$ cat src/rtl/core/sps_ram.sv
// ----------------------------------------------------------------------------
// sps_ram
// Generic simple dual-port RAM: one write port, one read port with
// registered read data.
// ----------------------------------------------------------------------------
module sps_ram #(
    parameter int WIDTH = 1,
    parameter int DEPTH = 1024
) (
    input  logic                     i_clk,
    input  logic                     i_we,
    input  logic [$clog2(DEPTH)-1:0] i_waddr,
    input  logic [WIDTH-1:0]         i_wdata,
    input  logic [$clog2(DEPTH)-1:0] i_raddr,
    output logic [WIDTH-1:0]         o_rdata
);

    logic [WIDTH-1:0] r_mem [DEPTH];
    logic [WIDTH-1:0] r_rdata;

    always_ff @(posedge i_clk) begin
        if (i_we) begin
            r_mem[i_waddr] <= i_wdata;
        end
        r_rdata <= r_mem[i_raddr];
    end

    assign o_rdata = r_rdata;

endmodule

$ cat config.mk
export PLATFORM = sky130hd
export DESIGN_NAME = sps_ram
export DESIGN_NICKNAME = d
export VERILOG_FILES = /design/src/rtl/core/sps_ram.sv
export SDC_FILE = /design/constraint.sdc
export NUM_CORES = 1
export LEC_CHECK = 0
export ABC_CLOCK_PERIOD_IN_PS = 2860
export BUFFER_PORTS_ARGS = -buffer_cell sky130_fd_sc_hd__buf_4
export CORE_MARGIN = 10
export CORE_UTILIZATION = 45
export DETAILED_ROUTE_END_ITERATION = 12
export PLACE_DENSITY = 0.65
export SYNTH_ARGS = -nofsm -noshare
export SYNTH_HDL_FRONTEND = slang
export SYNTH_SLANG_ARGS = --single-unit
$ cat constraint.sdc
create_clock -name i_clk -period 2.86 [get_ports i_clk]
set_input_delay 0.286 -clock i_clk [delete_from_list [all_inputs] [get_ports i_clk]]
set_output_delay 0.286 -clock i_clk [all_outputs]
set_load 0.005 [all_outputs]
==> results_tabular.tex, run 1 <==
\begin{tabular}{lr}
\hline
Metric & Value \\
\hline
\multicolumn{2}{l}{\textbf{Cells and area}} \\
Layout filler cell count & 8210 \\
Total Nets Final & 3181 \\
Diodes inserted & 0 \\
Share of post-route cells with drive strength above 1 & 19.2\% \\
Total area of multi-input combinational cells & 12600 sq um \\
Layout Area Growth over Synthesis & 13.5\% \\
Sequential cell area & 30800 sq um \\
\multicolumn{2}{l}{\textbf{Clocking}} \\
Maximum buffer depth of the clock tree & 3 \\
Clock tree from TritonCTS & yes \\
CTS Root Buffer Type & sky130\_fd\_sc\_hd\_\_clkbuf\_16 \\
Clock H-tree levels & 3 \\
Post-cts repair resize count & 0 \\
CTS clock-pin slew for the worst setup and hold paths & 70 ps \\
Clock network latency to the later pin of the worst-skew pair & 680 ps \\
Clock tree sinks & 1025 \\
Number of buffers added by the clock tree synthesis step & 103 \\
\multicolumn{2}{l}{\textbf{Placement}} \\
Sum of net half-perimeters after detailed placement & 70700 microns \\
PortBufs & 23 \\
Routability cong. & 0.836 \\
\multicolumn{2}{l}{\textbf{Route}} \\
Sum of routed wire length over all layers & 128000 microns \\
Routed length per placed instance & 28.3 microns \\
First-pass iteration count of the detailed router & 6 \\
Met2 wire length & 62500 microns \\
Antenna-violating nets left & 0 \\
Remaining design rule violation count & 0 \\
Detailed router's first-iteration violation count & 3641 \\
Met3 wire len & 13300 microns \\
Vias per cell & 6.15 \\
Overall via count from detail\_route & 27800 \\
Top Metal Used & met5 \\
Met1 layer wirelength in the final routing & 47400 microns \\
\multicolumn{2}{l}{\textbf{Setup path}} \\
Stages on the worst setup path & 11 \\
Cell-by-cell trace of the critical path & buf\_8 > nand2b\_2 > buf\_4 > buf\_4 > o22ai\_1 > nor4\_1 > a2111oi\_0 > and4\_1 > buf\_4 > nand3\_1 > o2111ai\_1 \\
Worst flop-to-flop path endpoint & o\_rdata \\
Data required time at the worst endpoint & 3460 ps \\
Number of buffers and inverters on the critical path & 4 \\
Worst path arrival time & 3310 ps \\
Count of cells along the worst register-to-register path & 7 \\
Largest fanout on the critical path & 18 \\
Setup slack of the most critical reg-to-reg path & 170 ps \\
R2R Path Start & r\_mem[768] \\
Slowest cell on the critical path & sky130\_fd\_sc\_hd\_\_a2111oi\_0 \\
WS Path Type & input pin to flop \\
Delay of the slowest cell on the worst path & 910 ps \\
Critical Path End Type & flop \\
Top cell family by delay on the critical path & compound AO/OA/AOI/OAI gates \\
Most repeated library cell on the critical path & sky130\_fd\_sc\_hd\_\_buf\_4 \\
Sort of element at the start of the critical path & input pin \\
\multicolumn{2}{l}{\textbf{Synthesis}} \\
Average cell area after synthesis & 14.3 sq um \\
Number of distinct library cells after synthesis & 56 \\
Mapped Cells & 3112 \\
Netlist area before placement & 44700 sq um \\
Ys async rst share & 0\% \\
Number of nets produced by synthesis & 3135 \\
Number of enable flip-flop cells after synthesis & 1024 \\
Seq/Total Area, Yosys & 68.9\% \\
Primary flip-flop cell chosen by synthesis mapping & sky130\_fd\_sc\_hd\_\_edfxtp\_1 \\
Number of storage elements in the synthesis netlist & 1025 \\
Warning count from the yosys run & 0 \\
\multicolumn{2}{l}{\textbf{Floorplanning}} \\
Core region area & 98400 sq um \\
X dimension of the die & 335 microns \\
Initial core utilization & 45.4\% \\
Standard-cell rows & 115 \\
Die area & 112000 sq um \\
Ports placed on the boundary & 24 \\
Vertical extent of the die & 335 microns \\
\multicolumn{2}{l}{\textbf{STA}} \\
Final setup skew & 38.5 ps \\
Total count of hold-check failures in the final report & 0 \\
Period utilization & 94.6\% \\
RSZ-0062 raised after global routing & false \\
Max Slew Vio Count & 0 \\
Shortest period the worst path allows & 2700 ps \\
Normalized max-slew margin & 8.29\% \\
Slew at the pin with the worst max-slew slack & 1370 ps \\
Maximum frequency from static timing analysis & 0.370 GHz \\
Accumulated negative setup slack & 0 ps \\
Final setup viols & 0 \\
\multicolumn{2}{l}{\textbf{Hold path}} \\
Hold\_sp & i\_wdata \\
Number of instances on the worst hold path & 1 \\
Class of the most critical hold timing path & input pin to flop \\
Hold Crit Endpoint & r\_mem[779] \\
\multicolumn{2}{l}{\textbf{Global routing}} \\
Wire length of the first global-routing pass & 185000 microns \\
Number of global-route vias before repair & 27600 \\
Initial antenna violation count & 8 \\
Residual overflow from global routing & 0 \\
Largest net degree at the start of global routing & 138 \\
All-Layer GR Usage & 22.5\% \\
\multicolumn{2}{l}{\textbf{Power and ir drop}} \\
Peak supply drop & 0.493 mV \\
Lkg Pwr & 0.0154 uW \\
Overall power & 31800 uW \\
Ratio of total power to cell area & 627 nW/um\^{}2 \\
\multicolumn{2}{l}{\textbf{Status}} \\
Run status & complete, no violations \\
\multicolumn{2}{l}{\textbf{Flow run}} \\
Number of maximum-capacitance constraint violations & 0 \\
\hline
\end{tabular}
==> report_power, final <==
| group | internal (uW) | switching [uW] | total (uW) |
|---|---|---|---|
| clock | 7770 | 5670 | 13400 |
| sequential | 16500 | 10.8 | 16500 |
| combinational | 693 | 1140 | 1840 |
==> cell usage after synthesis, types with 6 or more instances <==
cell,instances,share of area (%)
sky130_fd_sc_hd__a2111oi_0,6,0.12
sky130_fd_sc_hd__a21oi_1,37,0.41
sky130_fd_sc_hd__a22oi_1,17,0.29
sky130_fd_sc_hd__and2_1,6,0.084
sky130_fd_sc_hd__buf_1,57,0.48
sky130_fd_sc_hd__buf_2,19,0.21
sky130_fd_sc_hd__buf_4,13,0.22
sky130_fd_sc_hd__buf_6,18,0.45
sky130_fd_sc_hd__clkbuf_1,186,1.6
sky130_fd_sc_hd__edfxtp_1,1024,69
sky130_fd_sc_hd__mux2i_1,123,2.8
sky130_fd_sc_hd__mux4_1,14,0.82
sky130_fd_sc_hd__mux4_2,200,10
sky130_fd_sc_hd__nand2_1,86,0.72
sky130_fd_sc_hd__nand2b_1,8,0.11
sky130_fd_sc_hd__nand3_1,37,0.41
sky130_fd_sc_hd__nand4_1,10,0.14
sky130_fd_sc_hd__nor2_1,1036,8.7
sky130_fd_sc_hd__nor2b_1,11,0.15
sky130_fd_sc_hd__nor3_1,37,0.41
sky130_fd_sc_hd__nor3b_1,8,0.13
sky130_fd_sc_hd__o21ai_0,11,0.12
sky130_fd_sc_hd__o221ai_1,49,0.96
sky130_fd_sc_hd__o22ai_1,28,0.39
==> registers in the layout, indices dropped and copies added (netlist names) <==
register and cells:
o_rdata 1, r_mem 1024
==> kinds of logic after synthesis <==
kind of cell | share of synthesized area (%)
simple gates | 11.2
mux | 13.7
buf+inv | 3.30
compound gates | 2.83
flops | 68.9
==> worst reg2reg max path, stage by stage, from the launching register on <==
cell and delay (ps):
sky130_fd_sc_hd__edfxtp_1 390, sky130_fd_sc_hd__mux4_2 480, sky130_fd_sc_hd__mux4_2 560, sky130_fd_sc_hd__nand2_1 110
sky130_fd_sc_hd__nand4_1 220, sky130_fd_sc_hd__and4_1 350, sky130_fd_sc_hd__nor4_1 320, sky130_fd_sc_hd__o2111ai_1 150
==> through the flow <==
step	setup WS (ps)	util, %	cell area (sq um)	hold slack [ps]	std cells
3_5_place_dp	-529	48.1	47400	709	4338
5_1_grt	86.3	51.5	50700	80.1	4524
4_1_cts	192	51.5	50700	58.1	4524
6_report	156	51.5	50700	54.9	4524
2_1_floorplan	300	-	44700	385	3112
3_3_place_gp	-570	48.1	47400	701	4338
==> layout make-up <==
| cell class | instances | area share [%] |
|---|---|---|
| clock buffers | 125 | 5.33 |
| multi-input cells | 1778 | 24.8 |
| flip-flops and latches | 1025 | 60.7 |
| inverters | 6 | 0.0444 |
| well taps | 1287 | 3.18 |
| repair buffers | 244 | 4.83 |
| clock inverters | 59 | 1.18 |
==> cell usage in the layout (no fill, tap or decap), drive strengths merged, types with 37 or more instances in the layout <==
cell / synthesis / routed
a21oi: 37 / 37
buf: 114 / 242
clkbuf: 189 / 125
clkinv: 2 / 40
edfxtp: 1024 / 1024
mux2i: 123 / 123
mux4: 214 / 214
nand2: 86 / 86
nand3: 37 / 37
nor2: 1036 / 1036
nor3: 37 / 37
o221ai: 49 / 49
==> what timing repair did <==
action                    in CTS  in global routing
hold buffers                   2                  0
setup buffers                  0                  0
hold endpoints to repair       2                  0
==> routing by layer <==
layer	vias up	track usage [%]
met2	1663	37.4
met1	14300	29.2
met3	284	4.39
met4	6	8.76
met5	-	0
li1	11600	-
==> worst max-delay path by stage <==
stage | slack, ps | from | endpoint
finish | 160 | i_raddr[1] | o_rdata
global route | 90 | r_mem[768] | o_rdata
CTS | 190 | i_raddr[1] | o_rdata
detailed placement | -530 | i_raddr[1] | o_rdata
global placement | -570 | i_raddr[1] | o_rdata
floorplan | 300 | i_raddr[0] | o_rdata
Power figures use the tool's default switching activity.
==> run 2: changes to the inputs <==
Settings changed: CTS_BUF_LIST set to sky130_fd_sc_hd__clkbuf_8, SLEW_MARGIN set to 20.
==> run 2 against run 1 <==
Sequential power about the same. Wire length about the same. Core utilization decreased by 0.25 points. Critical path type is now flop to flop. Non-clock buffer count increased by 7. Largest power group unchanged. Sequential cell count unchanged. Highest routed layer unchanged.
==> results_tabular.tex, run 2 (same netlist as run 1, synthesis figures left out) <==
\begin{tabular}{lr}
\hline
Metric & Value \\
\hline
\multicolumn{2}{l}{\textbf{Clocking}} \\
CTS clock-pin slew for the worst setup and hold paths & 60 ps (about the same) \\
Postcts setup bufs & 0 (unchanged) \\
Clock H-tree levels & 4 (+1) \\
Post-cts repair resize count & 0 (unchanged) \\
Number of buffers added by the clock tree synthesis step & 161 (+56\%) \\
Clock network latency to the later pin of the worst-skew pair & 840 ps (+160 ps) \\
CTS Root Buffer Type & sky130\_fd\_sc\_hd\_\_clkbuf\_8 \\
Clock tree sinks & 1025 (unchanged) \\
Maximum buffer depth of the clock tree & 3 (unchanged) \\
Hold-fix buffer count after cts & 9 (+7) \\
Clock tree from TritonCTS & yes \\
\multicolumn{2}{l}{\textbf{Floorplanning}} \\
X dimension of the die & 335 microns (unchanged) \\
Initial core utilization & 45.4\% (unchanged) \\
Die area & 112000 sq um (unchanged) \\
Core region area & 98400 sq um (unchanged) \\
Standard-cell rows & 115 (unchanged) \\
Ports placed on the boundary & 24 (unchanged) \\
Vertical extent of the die & 335 microns (unchanged) \\
\multicolumn{2}{l}{\textbf{Global routing}} \\
All-Layer GR Usage & 22.6\% (+0.096 points) \\
Largest net degree at the start of global routing & 138 (unchanged) \\
Number of global-route vias before repair & 28200 (+2.2\%) \\
Residual overflow from global routing & 0 (unchanged) \\
Wire length of the first global-routing pass & 186000 microns (+0.53\%) \\
Initial antenna violation count & 6 (-2) \\
\multicolumn{2}{l}{\textbf{Route}} \\
Detailed router's first-iteration violation count & 3732 (+2.5\%) \\
Met3 wire len & 13900 microns (+4.4\%) \\
Overall via count from detail\_route & 28100 (+1.0\%) \\
Routed length per placed instance & 27.6 microns (-2.4\%) \\
Met1 layer wirelength in the final routing & 46800 microns (-1.3\%) \\
First-pass iteration count of the detailed router & 6 (unchanged) \\
Met2 wire length & 62500 microns (about the same) \\
Antenna-violating nets left & 0 (unchanged) \\
Top Metal Used & met5 \\
Remaining design rule violation count & 0 (unchanged) \\
Sum of routed wire length over all layers & 128000 microns (about the same) \\
Vias per cell & 6.07 (-1.4\%) \\
\multicolumn{2}{l}{\textbf{Hold path}} \\
Hold\_sp & i\_raddr[5] \\
Number of instances on the worst hold path & 4 (+3) \\
Hold Crit Endpoint & o\_rdata \\
Class of the most critical hold timing path & input pin to flop \\
\multicolumn{2}{l}{\textbf{Power and ir drop}} \\
Logic pwr share & 6.1\% (+0.3 points) \\
Ratio of total power to cell area & 595 nW/um\^{}2 (-5.1\%) \\
Switching portion of total power & 23.1\% (+1.7 points) \\
P\_sw & 6950 uW (+1.8\%) \\
Overall power & 30000 uW (-5.6\%) \\
Peak supply drop & 0.467 mV (-5.2\%) \\
Clock Power Share & 38.8\% (-3.4 points) \\
Lkg Pwr & 0.0155 uW (+0.74\%) \\
Register share of total power & 55.1\% (+3.1 points) \\
Internal power & 23100 uW (-7.6\%) \\
\multicolumn{2}{l}{\textbf{Setup path}} \\
Setup slack of the most critical reg-to-reg path & 250 ps (+80 ps) \\
Data required time at the worst endpoint & 3570 ps (+110 ps) \\
WS Path Type & flop to flop \\
Worst flop-to-flop path endpoint & o\_rdata \\
Worst path arrival time & 3320 ps (about the same) \\
R2R Path Start & r\_mem[794] \\
Delay of the slowest cell on the worst path & 510 ps (-400 ps) \\
Cell-by-cell trace of the critical path & mux4\_1 > mux4\_2 > nand2b\_1 > nand4\_1 > and4\_1 > nor4\_1 > o2111ai\_1 \\
Largest fanout on the critical path & 2 (-16) \\
Slowest cell on the critical path & sky130\_fd\_sc\_hd\_\_mux4\_1 \\
Count of cells along the worst register-to-register path & 7 (unchanged) \\
Critical Path End Type & flop \\
Sort of element at the start of the critical path & flop \\
\multicolumn{2}{l}{\textbf{Cells and area}} \\
Total area of multi-input combinational cells & 12600 sq um (about the same) \\
Leading cell type in the layout, fill and taps excluded & sky130\_fd\_sc\_hd\_\_nor2\_1 \\
Fraction of the core area covered by cells at the end of the flow & 51.3\% (-0.25 points) \\
Layout filler cell count & 8310 (+1.2\%) \\
Layout Area Growth over Synthesis & 13.0\% \\
Share of post-route cells with drive strength above 1 & 20.5\% (+1.3 points) \\
Most frequent cells in the layout & sky130\_fd\_sc\_hd\_\_nor2\_1 (1035), sky130\_fd\_sc\_hd\_\_edfxtp\_1 (1024), sky130\_fd\_sc\_hd\_\_mux4\_2 (200) \\
Post-Layout Cell Count & 4634 (+2.4\%) \\
Sequential cell area & 30800 sq um (unchanged) \\
Flip-flop count of the largest register after layout & 1024 (unchanged) \\
Total Nets Final & 3246 (+2.0\%) \\
Register ranked first by flip-flop count & r\_mem \\
\multicolumn{2}{l}{\textbf{Flow run}} \\
Number of maximum-capacitance constraint violations & 0 (unchanged) \\
\multicolumn{2}{l}{\textbf{STA}} \\
Final setup skew & 49.0 ps (+10.5 ps) \\
Maximum frequency from static timing analysis & 0.383 GHz (+3.7\%) \\
Max Slew Vio Count & 0 (unchanged) \\
Total count of hold-check failures in the final report & 0 (unchanged) \\
Slew at the pin with the worst max-slew slack & 1150 ps (-216 ps) \\
Final setup viols & 0 (unchanged) \\
Shortest period the worst path allows & 2610 ps (-95.9 ps) \\
RSZ-0062 raised after global routing & false \\
Period utilization & 91.2\% (-3.4 points) \\
Setup slack after layout & 252 ps (+95.9 ps) \\
Normalized max-slew margin & 22.9\% (+15 points) \\
Accumulated negative setup slack & 0 ps (unchanged) \\
\multicolumn{2}{l}{\textbf{Placement}} \\
Worst setup slack before clock tree synthesis & -275 ps (+254 ps) \\
Post-placement cell count & 4338 (unchanged) \\
Sum of net half-perimeters after detailed placement & 70800 microns (about the same) \\
PortBufs & 23 (unchanged) \\
Routability cong. & 0.836 (unchanged) \\
\multicolumn{2}{l}{\textbf{Status}} \\
Run status & complete, no violations \\
\hline
\end{tabular}
[run 2: power by group through the flow]
| stage | combinational [uW] | sequential [uW] | clock, uW |
|---|---|---|---|
| 2_1_floorplan | 956 | 16900 | 0 |
| 3_3_place_gp | 1770 | 16900 | 0 |
| 3_5_place_dp | 1810 | 16900 | 0 |
| 4_1_cts | 1820 | 16500 | 11800 |
| 5_1_grt | 1930 | 16500 | 12500 |
| 6_report | 1840 | 16500 | 11700 |
[run 2: final cells by class]
class / count / area share [%]
timing repair buffer: 251 / 4.99
antenna: 2 / 0.00992
sequential: 1025 / 61.0
multi-input combinational: 1778 / 24.9
tap: 1287 / 3.19
clock buffer: 162 / 4.42
clock inverter: 123 / 1.48
inverter: 6 / 0.0446
[run 2: worst max path at each step]
stage	startpoint	end	slack, ps	cells after the start
3_3_place_gp	i_raddr[1]	o_rdata	-570	10
6_report	r_mem[794]	o_rdata	250	7
3_5_place_dp	i_raddr[1]	o_rdata	-270	11
5_1_grt	r_mem[932]	o_rdata	90	8
2_1_floorplan	i_raddr[0]	o_rdata	300	10
4_1_cts	r_mem[792]	o_rdata	240	7
[run 2: metal layers]
layer / vias to the layer above / track usage (%)
met4: 4 / 9.06
met3: 289 / 5.13
li1: 11800 / -
met2: 1666 / 37.2
met5: - / 0
met1: 14400 / 29.0
[run 2: through the flow]
step,hold WS (ps),instance area [sq um]
after floorplan,385,44700
final,65.0,50500
after global placement,701,47400
after detailed placement,707,47400
after global routing,78.6,50500
after CTS,23.6,50500
[run 2: critical path: cells and delay by family, from the launching register on]
family	cells	cell delay (ps)
flip-flops	1	370
AND/OR/NAND/NOR	4	970
multiplexers	2	1010
AO/OA/AOI/OAI	1	140
