`config.mk`:
```
export PLATFORM = sky130hd
export DESIGN_NAME = sps_ctrl
export DESIGN_NICKNAME = d
export VERILOG_FILES = /design/src/rtl/core/sps_pkg.sv /design/src/rtl/core/sps_ctrl.sv
export SDC_FILE = /design/constraint.sdc
export NUM_CORES = 1
export LEC_CHECK = 0
export ABC_AREA = 0
export BUFFER_PORTS_ARGS = -buffer_cell sky130_fd_sc_hd__buf_4
export CAP_MARGIN = 0
export CELL_PAD_IN_SITES_DETAIL_PLACEMENT = 0
export CELL_PAD_IN_SITES_GLOBAL_PLACEMENT = 1
export CORE_AREA = 4 4 48 50
export DETAILED_ROUTE_END_ITERATION = 8
export DIE_AREA = 0 0 52 54
export GPL_TIMING_DRIVEN = 0
export PLACE_DENSITY_LB_ADDON = 0.05
export SETUP_SLACK_MARGIN = 0.02
export SYNTH_ARGS = -nofsm -noshare
export SYNTH_HDL_FRONTEND = slang
export SYNTH_SLANG_ARGS = --single-unit
```
`constraint.sdc`:
```
create_clock -name i_clk -period 4.2 [get_ports i_clk]
set_input_delay 0.21 -clock i_clk [delete_from_list [all_inputs] [get_ports i_clk]]
set_output_delay 0.21 -clock i_clk [all_outputs]
set_load 0.1 [all_outputs]
```
`src/rtl/core/sps_pkg.sv`:
```
// ----------------------------------------------------------------------------
// sps_pkg
// Shared constants and controller/datapath interface types for the
// segmented prime sieve counter.
// ----------------------------------------------------------------------------
package sps_pkg;

    // segment span and bitmap geometry
    localparam int MAX_SPAN  = 262144;
    localparam int MAP_DEPTH = MAX_SPAN / 2;
    localparam int MAP_AW    = $clog2(MAP_DEPTH);
    localparam int CNT_W     = $clog2(MAP_DEPTH + 1);

    // request and result fields
    localparam int SEG_W   = 32;
    localparam int COUNT_W = 18;

    // odd divisors reach 65537 before d*d passes any 32-bit bound
    localparam int D_W   = 17;
    localparam int SQ_W  = 2 * D_W;
    localparam int IDX_W = ((CNT_W > D_W) ? CNT_W : D_W) + 1;

    // remainder unit retires two dividend bits per cycle
    localparam int REM_STEPS = SEG_W / 2;
    localparam int REM_CW    = $clog2(REM_STEPS);

    // stream widths
    localparam int IN_TDATA_W  = 2 * SEG_W;
    localparam int OUT_TDATA_W = ((COUNT_W + 1 + 7) / 8) * 8;
    localparam int OUT_PAD_W   = OUT_TDATA_W - COUNT_W - 1;

    typedef struct packed {
        logic load;       // capture a new request
        logic chk_load;   // register candidate count and error flag
        logic k_clr;
        logic k_inc;
        logic fill_wr;    // write fill value at bitmap index k
        logic d_init;
        logic d_next;
        logic div_start;
        logic idx_load;   // first struck index for the current divisor
        logic mark_wr;    // strike at idx and step by d
        logic cnt_rd;     // read bitmap index k for the count
        logic out_load;
    } t_dp_cmd;

    typedef struct packed {
        logic span_err;
        logic cands_zero;
        logic k_last;
        logic dsq_le_hi;
        logic lo_le_dsq;
        logic div_done;
        logic idx_in_range;
    } t_dp_sts;

endpackage

```
`src/rtl/core/sps_ctrl.sv`:
```
// ----------------------------------------------------------------------------
// sps_ctrl
// Sieve sequencer: check, bitmap fill, per-divisor strike loop, count pass
// and result hand-off.
// ----------------------------------------------------------------------------
module sps_ctrl import sps_pkg::*; (
    input  logic    i_clk,
    input  logic    i_rst_n,
    input  logic    i_in_valid,
    output logic    o_in_ready,
    output logic    o_out_valid,
    input  logic    i_out_ready,
    output t_dp_cmd o_cmd,
    input  t_dp_sts i_sts
);

    localparam logic [3:0] S_IDLE  = 4'd0;
    localparam logic [3:0] S_CHECK = 4'd1;
    localparam logic [3:0] S_FILL  = 4'd2;
    localparam logic [3:0] S_DTEST = 4'd3;
    localparam logic [3:0] S_DIV   = 4'd4;
    localparam logic [3:0] S_IDX   = 4'd5;
    localparam logic [3:0] S_MARK  = 4'd6;
    localparam logic [3:0] S_COUNT = 4'd7;
    localparam logic [3:0] S_DRAIN = 4'd8;
    localparam logic [3:0] S_DONE  = 4'd9;

    logic [3:0] r_state;
    logic [3:0] n_state;
    logic       r_out_valid;

    always_comb begin
        n_state = r_state;
        o_cmd   = '0;
        case (r_state)
            S_IDLE: begin
                if (i_in_valid) begin
                    o_cmd.load = 1'b1;
                    n_state    = S_CHECK;
                end
            end
            S_CHECK: begin
                o_cmd.chk_load = 1'b1;
                o_cmd.k_clr    = 1'b1;
                if (i_sts.span_err || i_sts.cands_zero) begin
                    n_state = S_DONE;
                end else begin
                    n_state = S_FILL;
                end
            end
            S_FILL: begin
                o_cmd.fill_wr = 1'b1;
                o_cmd.k_inc   = 1'b1;
                if (i_sts.k_last) begin
                    o_cmd.d_init = 1'b1;
                    n_state      = S_DTEST;
                end
            end
            S_DTEST: begin
                if (i_sts.dsq_le_hi) begin
                    if (i_sts.lo_le_dsq) begin
                        n_state = S_IDX;
                    end else begin
                        o_cmd.div_start = 1'b1;
                        n_state         = S_DIV;
                    end
                end else begin
                    o_cmd.k_clr = 1'b1;
                    n_state     = S_COUNT;
                end
            end
            S_DIV: begin
                if (i_sts.div_done) begin
                    n_state = S_IDX;
                end
            end
            S_IDX: begin
                o_cmd.idx_load = 1'b1;
                n_state        = S_MARK;
            end
            S_MARK: begin
                if (i_sts.idx_in_range) begin
                    o_cmd.mark_wr = 1'b1;
                end else begin
                    o_cmd.d_next = 1'b1;
                    n_state      = S_DTEST;
                end
            end
            S_COUNT: begin
                o_cmd.cnt_rd = 1'b1;
                o_cmd.k_inc  = 1'b1;
                if (i_sts.k_last) begin
                    n_state = S_DRAIN;
                end
            end
            S_DRAIN: begin
                // last read data lands in the accumulator
                n_state = S_DONE;
            end
            S_DONE: begin
                if (!r_out_valid || i_out_ready) begin
                    o_cmd.out_load = 1'b1;
                    n_state        = S_IDLE;
                end
            end
            default: begin
                n_state = S_IDLE;
            end
        endcase
    end

    always_ff @(posedge i_clk) begin
        if (!i_rst_n) begin
            r_state     <= S_IDLE;
            r_out_valid <= 1'b0;
        end else begin
            r_state <= n_state;
            if (o_cmd.out_load) begin
                r_out_valid <= 1'b1;
            end else if (i_out_ready) begin
                r_out_valid <= 1'b0;
            end
        end
    end

    assign o_in_ready  = (r_state == S_IDLE);
    assign o_out_valid = r_out_valid;

endmodule

```
==> insert_results.sql, run 1 <==
INSERT INTO impl_metrics (metric_group, metric, value, unit) VALUES
('synth', 'number_of_standard_cells_after_synthesis', '57', ''),
('die', 'die_width', '52', 'µm'),
('clocking', 'tritoncts', 'built', ''),
('synth', 'synth.ff_latch_count', '5', ''),
('synth', 'synthArstFlopShare', '0', '%'),
('power_and_ir_drop', 'power_density', '362', 'nW/µm²'),
('finish', 'antenna_cells_inserted', '0', ''),
('clocking', 'postCtsSetupBuffers', '0', ''),
('critical_path', 'r2r_setup_slack', '2.76', 'ns'),
('hold_path', 'hold-path-cell-count', '3', ''),
('clocking', 'worst_setup_hold_path_clk_slew', '0.04', 'ns'),
('critical_path', 'path_delay_family', 'buffers and inverters', ''),
('die', 'vertical_die_dimension', '54', 'µm'),
('critical_path', 'timing.critical_path.arrival', '1.70', 'ns'),
('hold_path', 'timing.hold.worst.start', 'i_rst_n', ''),
('placement', 'buffer_ports.inserted', '24', ''),
('clocking', 'worst_skew_pair.late_latency', '0.24', 'ns'),
('critical_path', 'launching_element_type_of_the_critical_path', 'flip-flop', ''),
('synth', 'synthDominantCellAreaShare', '23.0', '%'),
('finish', 'number_of_nets_in_the_layout', '97', ''),
('die', 'initial_core_utilization', '22.9', '%'),
('detailed_routing', 'drtIter0Drc', '9', ''),
('placement', 'detailed_placement_wirelength_estimate', '1040', 'µm'),
('critical_path', 'cp_data_required_time', '3.99', 'ns'),
('synth', 'yosys-top-cells-area', 'sky130_fd_sc_hd__dfxtp_1 23%, sky130_fd_sc_hd__a21oi_1 6.9%, sky130_fd_sc_hd__nor3_1 6.9%', ''),
('die', 'dieArea', '2810', 'µm²'),
('synth', 'synth-seq-area-share', '23.0', '%'),
('power_and_ir_drop', 'vdd.ir_drop.worst', '0.184', 'mV'),
('global_routing', 'grt_max_degree', '11', ''),
('synth', 'synth_common_cells', '6 x sky130_fd_sc_hd__a21oi_1, 6 x sky130_fd_sc_hd__nor3_1, 5 x sky130_fd_sc_hd__dfxtp_1', ''),
('hold_path', 'worstHoldPathType', 'in2reg', ''),
('sta', 'final.setup_skew', '0.00259', 'ns'),
('synth', 'ys.flop_type', 'sky130_fd_sc_hd__dfxtp_1', ''),
('clocking', 'postCtsHoldBufs', '0', ''),
('synth', 'synth_top_cell_by_area', 'sky130_fd_sc_hd__dfxtp_1', ''),
('detailed_routing', 'detail-route-antenna-nets', '0', ''),
('synth', 'synth.avg_cell_area', '7.64', 'µm²'),
('clocking', 'ctsLongestPathBuffers', '2', ''),
('die', 'core-area', '1900', 'µm²'),
('synth', 'synth_enable_flop_cells', '0', ''),
('global_routing', 'initial_antenna_violation_count', '0', ''),
('critical_path', 'cp_max_fo', '9', ''),
('sta', 'max_frequency', '522', 'MHz'),
('sta', 'fin_crit_sh', '45.6', '%'),
('critical_path', 'crit_type', 'reg2out', ''),
('sta', 'finalSetupTns', '0', 'ns'),
('clocking', 'post_cts.resized_instances', '0', ''),
('sta', 'drv_slew', '0', ''),
('clocking', 'cts_max_level', '1', ''),
('outcome', 'run_status', 'finished, final reports clean', ''),
('sta', 'period_minus_slack', '1.91', 'ns'),
('synth', 'ys_warnings', '0', ''),
('clocking', 'cts_num_sinks', '5', ''),
('sta', 'slew_headroom', '82.1', '%'),
('power_and_ir_drop', 'report.power.total', '244', 'µW'),
('critical_path', 'crit_path_end_kind', 'primary output', ''),
('critical_path', 'critical_path.reg2reg.startpoint', 'r_state[2]', ''),
('global_routing', 'first_global_vias', '458', ''),
('clocking', 'cts-root-buf', 'sky130_fd_sc_hd__clkbuf_4', ''),
('placement', 'pre_cts_slack', '2.53', 'ns'),
('die', 'io-pin-count', '25', ''),
('sta', 'setup_repair_after_global_routing_missed_its_margin', 'no', ''),
('detailed_routing', 'route.vias.total', '519', ''),
('finish', 'drive_gt1_share', '38.8', '%'),
('die', 'rows', '16', ''),
('detailed_routing', 'wl_per_cell', '11.8', 'µm'),
('sta', 'worst-slew-pin-transition', '0.269', 'ns'),
('global_routing', 'grt.total_usage', '10.1', '%'),
('critical_path', 'timing.critical_path.slowest_stage_cell', 'sky130_fd_sc_hd__dfxtp_1', ''),
('critical_path', 'cell_breakdown_of_the_critical_path', 'buf_2, or2_1, clkbuf_1, nor3b_2, and2_1, buf_4', ''),
('detailed_routing', 'route.detailed.vias_per_inst', '4.63', '');
==> worst reg2reg max path: cells and delay by family, from the launching register on <==
family / cells / cell delay, ns
AO/OA/AOI/OAI: 1 / 0.17
multiplexers: 2 / 0.79
flip-flops: 1 / 0.41
==> worst max-delay path by stage <==
stage                      to  startpoint  depth (start not counted)  slack [ns]
detailed placement   o_cmd[6]  r_state[0]                          6        2.53
global route         o_cmd[6]  r_state[0]                          6        2.14
floorplan           o_cmd[11]  r_state[0]                          5        1.03
global placement     o_cmd[6]  r_state[0]                          6        2.52
finish               o_cmd[6]  r_state[0]                          6        2.29
CTS                  o_cmd[6]  r_state[0]                          6        2.26
==> stage by stage <==
step	instances	hold WS (ns)	cell area (µm²)	utilization, %
after floorplan	57	0.360	435	-
after global placement	108	0.503	649	34.1
after detailed placement	108	0.502	649	34.1
after CTS	112	0.246	676	35.5
after global routing	112	0.246	676	35.5
final	112	0.252	676	35.5
==> final cells by class <==
class	instances	area, µm²	share of cell area (%)
sequential	5	100	14.8
buffer	4	21.3	3.15
timing repair buffer	24	180	26.7
tap	27	33.8	5.00
clock buffer	4	26.3	3.89
multi-input combinational	46	307	45.4
inverter	2	7.51	1.11
==> power by group <==
group / internal [mW] / total (mW) / switching, mW
logic: 0.0341 / 0.133 / 0.0991
clock network: 0.0359 / 0.0554 / 0.0195
registers: 0.0516 / 0.0558 / 0.00424
total: 0.122 / 0.244 / 0.123
==> metal layers <==
layer  vias up  wire [µm]  part of all wire (%)  track usage [%]
met5         -          0                     0                0
met2        16        613                    46             15.9
met4         0          0                     0             1.31
met3         0         99                   7.5             5.54
met1       240        611                    46             12.4
li1        263          -                     -                -
==> sequential cells by signal, indices dropped and copies added, names as in the netlist <==
signal,cells
r_state,4
o_out_valid,1
==> cell usage in the layout (no fill, tap or decap), types with 2 or more instances in the layout <==
cell | netlist | layout
sky130_fd_sc_hd__clkbuf_4 | 0 | 3
sky130_fd_sc_hd__nor3_1 | 6 | 6
sky130_fd_sc_hd__buf_4 | 1 | 25
sky130_fd_sc_hd__inv_1 | 2 | 2
sky130_fd_sc_hd__dfxtp_1 | 5 | 5
sky130_fd_sc_hd__and2_1 | 2 | 2
sky130_fd_sc_hd__o21ai_0 | 3 | 3
sky130_fd_sc_hd__buf_2 | 2 | 2
sky130_fd_sc_hd__nand2_1 | 3 | 3
sky130_fd_sc_hd__clkbuf_1 | 1 | 2
sky130_fd_sc_hd__nor2_1 | 3 | 3
sky130_fd_sc_hd__or2_1 | 3 | 3
sky130_fd_sc_hd__a21oi_1 | 6 | 6
sky130_fd_sc_hd__nand2b_1 | 3 | 3
==> kinds of logic after synthesis <==
family,count (synthesis),share of synthesized area (%)
compound gates,16,23.9
buf+inv,6,6.61
flops,5,23.0
mux,2,8.33
simple gates,28,38.2
No activity file was read; power rests on OpenSTA's default activity.
==> inputs of run 2 (changes only) <==
==> constraint.sdc (replaced) <==
create_clock -name i_clk -period 1.7 [get_ports i_clk]
set_input_delay 0.085 -clock i_clk [delete_from_list [all_inputs] [get_ports i_clk]]
set_output_delay 0.085 -clock i_clk [all_outputs]
set_load 0.1 [all_outputs]
==> run 2 against run 1 <==
First-iteration DRC count up 56%. Critical path type unchanged. Non-clock buffer count up 4. Setup slack worse by 2.2 ns. Sequential power rose to 2.6 times the previous value. Cell count up 3.6%. Via count up 4.2%. Cell area up 27%.
==> insert_results.sql, run 2 (synthesis results as in run 1) <==
INSERT INTO impl_metrics (metric_group, metric, value, unit) VALUES
('global_routing', 'grt_remaining_overflow', '0', ''),
('finish', 'multiInputGateArea', '390', 'µm²'),
('critical_path', 'cp_data_required_time', '1.62', 'ns'),
('critical_path', 'timing.critical_path.arrival', '1.51', 'ns'),
('detailed_routing', 'drtPass1Iterations', '4', ''),
('detailed_routing', 'drtIter0Drc', '14', ''),
('critical_path', 'crit_type', 'reg2out', ''),
('die', 'die_width', '52', 'µm'),
('sta', 'final.setup_skew', '0.000800', 'ns'),
('critical_path', 'cpPeakStageDelay', '0.35', 'ns'),
('hold_path', 'hold-path-cell-count', '3', ''),
('finish', 'antenna_cells_inserted', '0', ''),
('placement', 'buffer_ports.inserted', '24', ''),
('die', 'core-area', '1900', 'µm²'),
('finish', 'drive_gt1_share', '62.9', '%'),
('critical_path', 'crit_path_end_kind', 'primary output', ''),
('placement', 'gpl.final_weighted_congestion', '0.711', ''),
('power_and_ir_drop', 'vdd.ir_drop.worst', '0.440', 'mV'),
('finish', 'area_growth_from_synthesis_to_final_layout', '97.1', '%'),
('sta', 'worst-slew-pin-transition', '0.286', 'ns'),
('sta', 'setup_repair_after_global_routing_missed_its_margin', 'no', ''),
('finish', 'finalInstanceArea', '858', 'µm²'),
('clocking', 'cts-root-buf', 'sky130_fd_sc_hd__clkbuf_4', ''),
('flow_run', 'cap_violations', '0', ''),
('die', 'dieArea', '2810', 'µm²'),
('critical_path', 'worst-path-stages', '5', ''),
('global_routing', 'grt_max_degree', '11', ''),
('critical_path', 'launching_element_type_of_the_critical_path', 'flip-flop', ''),
('critical_path', 'timing.critical_path.slowest_stage_cell', 'sky130_fd_sc_hd__dfxtp_2', ''),
('global_routing', 'grt.total_usage', '11.0', '%'),
('finish', 'ff_latch_area', '105', 'µm²'),
('die', 'initial_core_utilization', '22.9', '%'),
('finish', 'largest_register_ffs', '4', ''),
('placement', 'placement_cell_area', '743', 'µm²'),
('detailed_routing', 'route.detailed.vias_per_inst', '4.66', ''),
('critical_path', 'cell_breakdown_of_the_critical_path', 'or2_4, buf_8, nor3b_4, and2_4, buf_12', ''),
('finish', 'layout.cells.most_common', 'sky130_fd_sc_hd__buf_4', ''),
('outcome', 'run_status', 'finished, final reports clean', ''),
('detailed_routing', 'detail-route-antenna-nets', '0', ''),
('finish', 'layout.cells.most_common_list', '24 x sky130_fd_sc_hd__buf_4, 6 x sky130_fd_sc_hd__a21oi_1, 4 x sky130_fd_sc_hd__buf_6, 4 x sky130_fd_sc_hd__dfxtp_2', ''),
('placement', 'pre_cts_slack', '0.0871', 'ns'),
('clocking', 'cts_inserted_buffers', '3', ''),
('global_routing', 'initial_antenna_violation_count', '0', ''),
('power_and_ir_drop', 'report.power.total', '705', 'µW'),
('clocking', 'postCtsHoldBufs', '0', ''),
('clocking', 'worst_skew_pair.late_latency', '0.24', 'ns'),
('sta', 'slew_headroom', '81.0', '%'),
('finish', 'num-fill-cells', '205', ''),
('placement', 'detailed_placement_wirelength_estimate', '1080', 'µm'),
('sta', 'final_number_of_setup_violating_endpoints', '0', ''),
('clocking', 'cts_num_sinks', '5', ''),
('global_routing', 'grt_use_met1', '13.3', '%'),
('power_and_ir_drop', 'power_density', '821', 'nW/µm²'),
('sta', 'finalHoldViolCount', '0', ''),
('detailed_routing', 'wl_per_cell', '12.6', 'µm'),
('detailed_routing', 'drc', '0', ''),
('global_routing', 'grt_busiest_layer', 'met2', ''),
('sta', 'drv_slew', '0', ''),
('clocking', 'worst_setup_hold_path_clk_slew', '0.04', 'ns'),
('critical_path', 'crit_path_buf_inv_count', '2', ''),
('global_routing', 'first_global_vias', '511', ''),
('critical_path', 'timing.reg2reg.worst_path_depth', '3', ''),
('clocking', 'tritoncts', 'built', ''),
('sta', 'max_frequency', '626', 'MHz'),
('global_routing', 'grt_first_pass_wirelength', '2330', 'µm'),
('sta', 'timing.final.ws_setup', '0.102', 'ns'),
('finish', 'final_core_util', '45.1', '%'),
('clocking', 'ctsLongestPathBuffers', '2', ''),
('critical_path', 'cp_max_fo', '8', ''),
('clocking', 'cts_max_level', '1', ''),
('detailed_routing', 'route.vias.total', '541', ''),
('finish', 'max_flop_register', 'r_state', ''),
('power_and_ir_drop', 'leakagePower', '0.360', 'nW'),
('critical_path', 'path_delay_family', 'simple AND/OR/NAND/NOR gates', ''),
('hold_path', 'worstHoldPathType', 'in2reg', ''),
('die', 'io-pin-count', '25', ''),
('sta', 'period_minus_slack', '1.60', 'ns'),
('sta', 'fin_crit_sh', '94.0', '%'),
('finish', 'number_of_nets_in_the_layout', '101', ''),
('die', 'vertical_die_dimension', '54', 'µm'),
('global_routing', 'grt.met3_usage', '3.05', '%'),
('global_routing', 'grt_util_met2', '18.8', '%'),
('die', 'rows', '16', ''),
('detailed_routing', 'wl', '1460', 'µm');
[run 2: cell types whose count changed in the layout (fill, tap and decap cells not counted), moves of 3 or more]
cell and change:
sky130_fd_sc_hd__buf_6 +4, sky130_fd_sc_hd__dfxtp_1 -4, sky130_fd_sc_hd__dfxtp_2 +4, sky130_fd_sc_hd__nor2_1 -3, sky130_fd_sc_hd__nor3_1 -3, sky130_fd_sc_hd__or2_1 -3
sky130_fd_sc_hd__or2_4 +3
[run 2: final timing paths]
path,from,to,slack (ns)
min,i_rst_n,r_state[1],0.13
max reg2reg,r_state[2],r_state[1],0.20
min reg2reg,r_state[3],r_state[2],0.51
max,r_state[3],o_cmd[6],0.10
[run 2: stage by stage]
step                      hold WS [ns]  cells  setup TNS [ns]
after detailed placement         0.380    108               0
after global placement           0.380    108               0
after CTS                        0.123    115               0
final                            0.127    116               0
after global routing             0.131    116               0
after floorplan                  0.236     57           -2.27
[run 2: area by class of cell]
cell class                 count  share of cell area (%)
tap                           27                    3.94
buffer                         3                    3.94
multi-input combinational     46                    45.5
timing repair buffer          29                    30.5
inverter                       2                   0.875
clock buffer                   4                    3.06
sequential                     5                    12.2
[run 2: worst min-delay path, delay by kind of cell]
kind	cells	cell delay, ns
muxes	1	0.06
buffers and inverters	1	0.12
and+or+nand+nor	1	0.06
[run 2: report_power, final]
group / internal [mW] / switching [mW] / leakage (nW)
sequential: 0.130 / 0.0159 / 0.0424
clock: 0.0886 / 0.0471 / 0.0150
combinational: 0.150 / 0.274 / 0.303
[run 2: metal layers]
metal | vias to the layer above | share of wire (%)
li1 | 277 | -
met1 | 245 | 46
met2 | 19 | 49
met3 | 0 | 5.1
met4 | 0 | 0
met5 | - | 0
[run 2: what timing repair did]
item,in CTS,in global routing
hold endpoints to repair,0,0
endpoints found under the setup margin,6,8
setup buffers,3,2
cloned,0,0
resized for setup,10,10
pin swaps,2,3
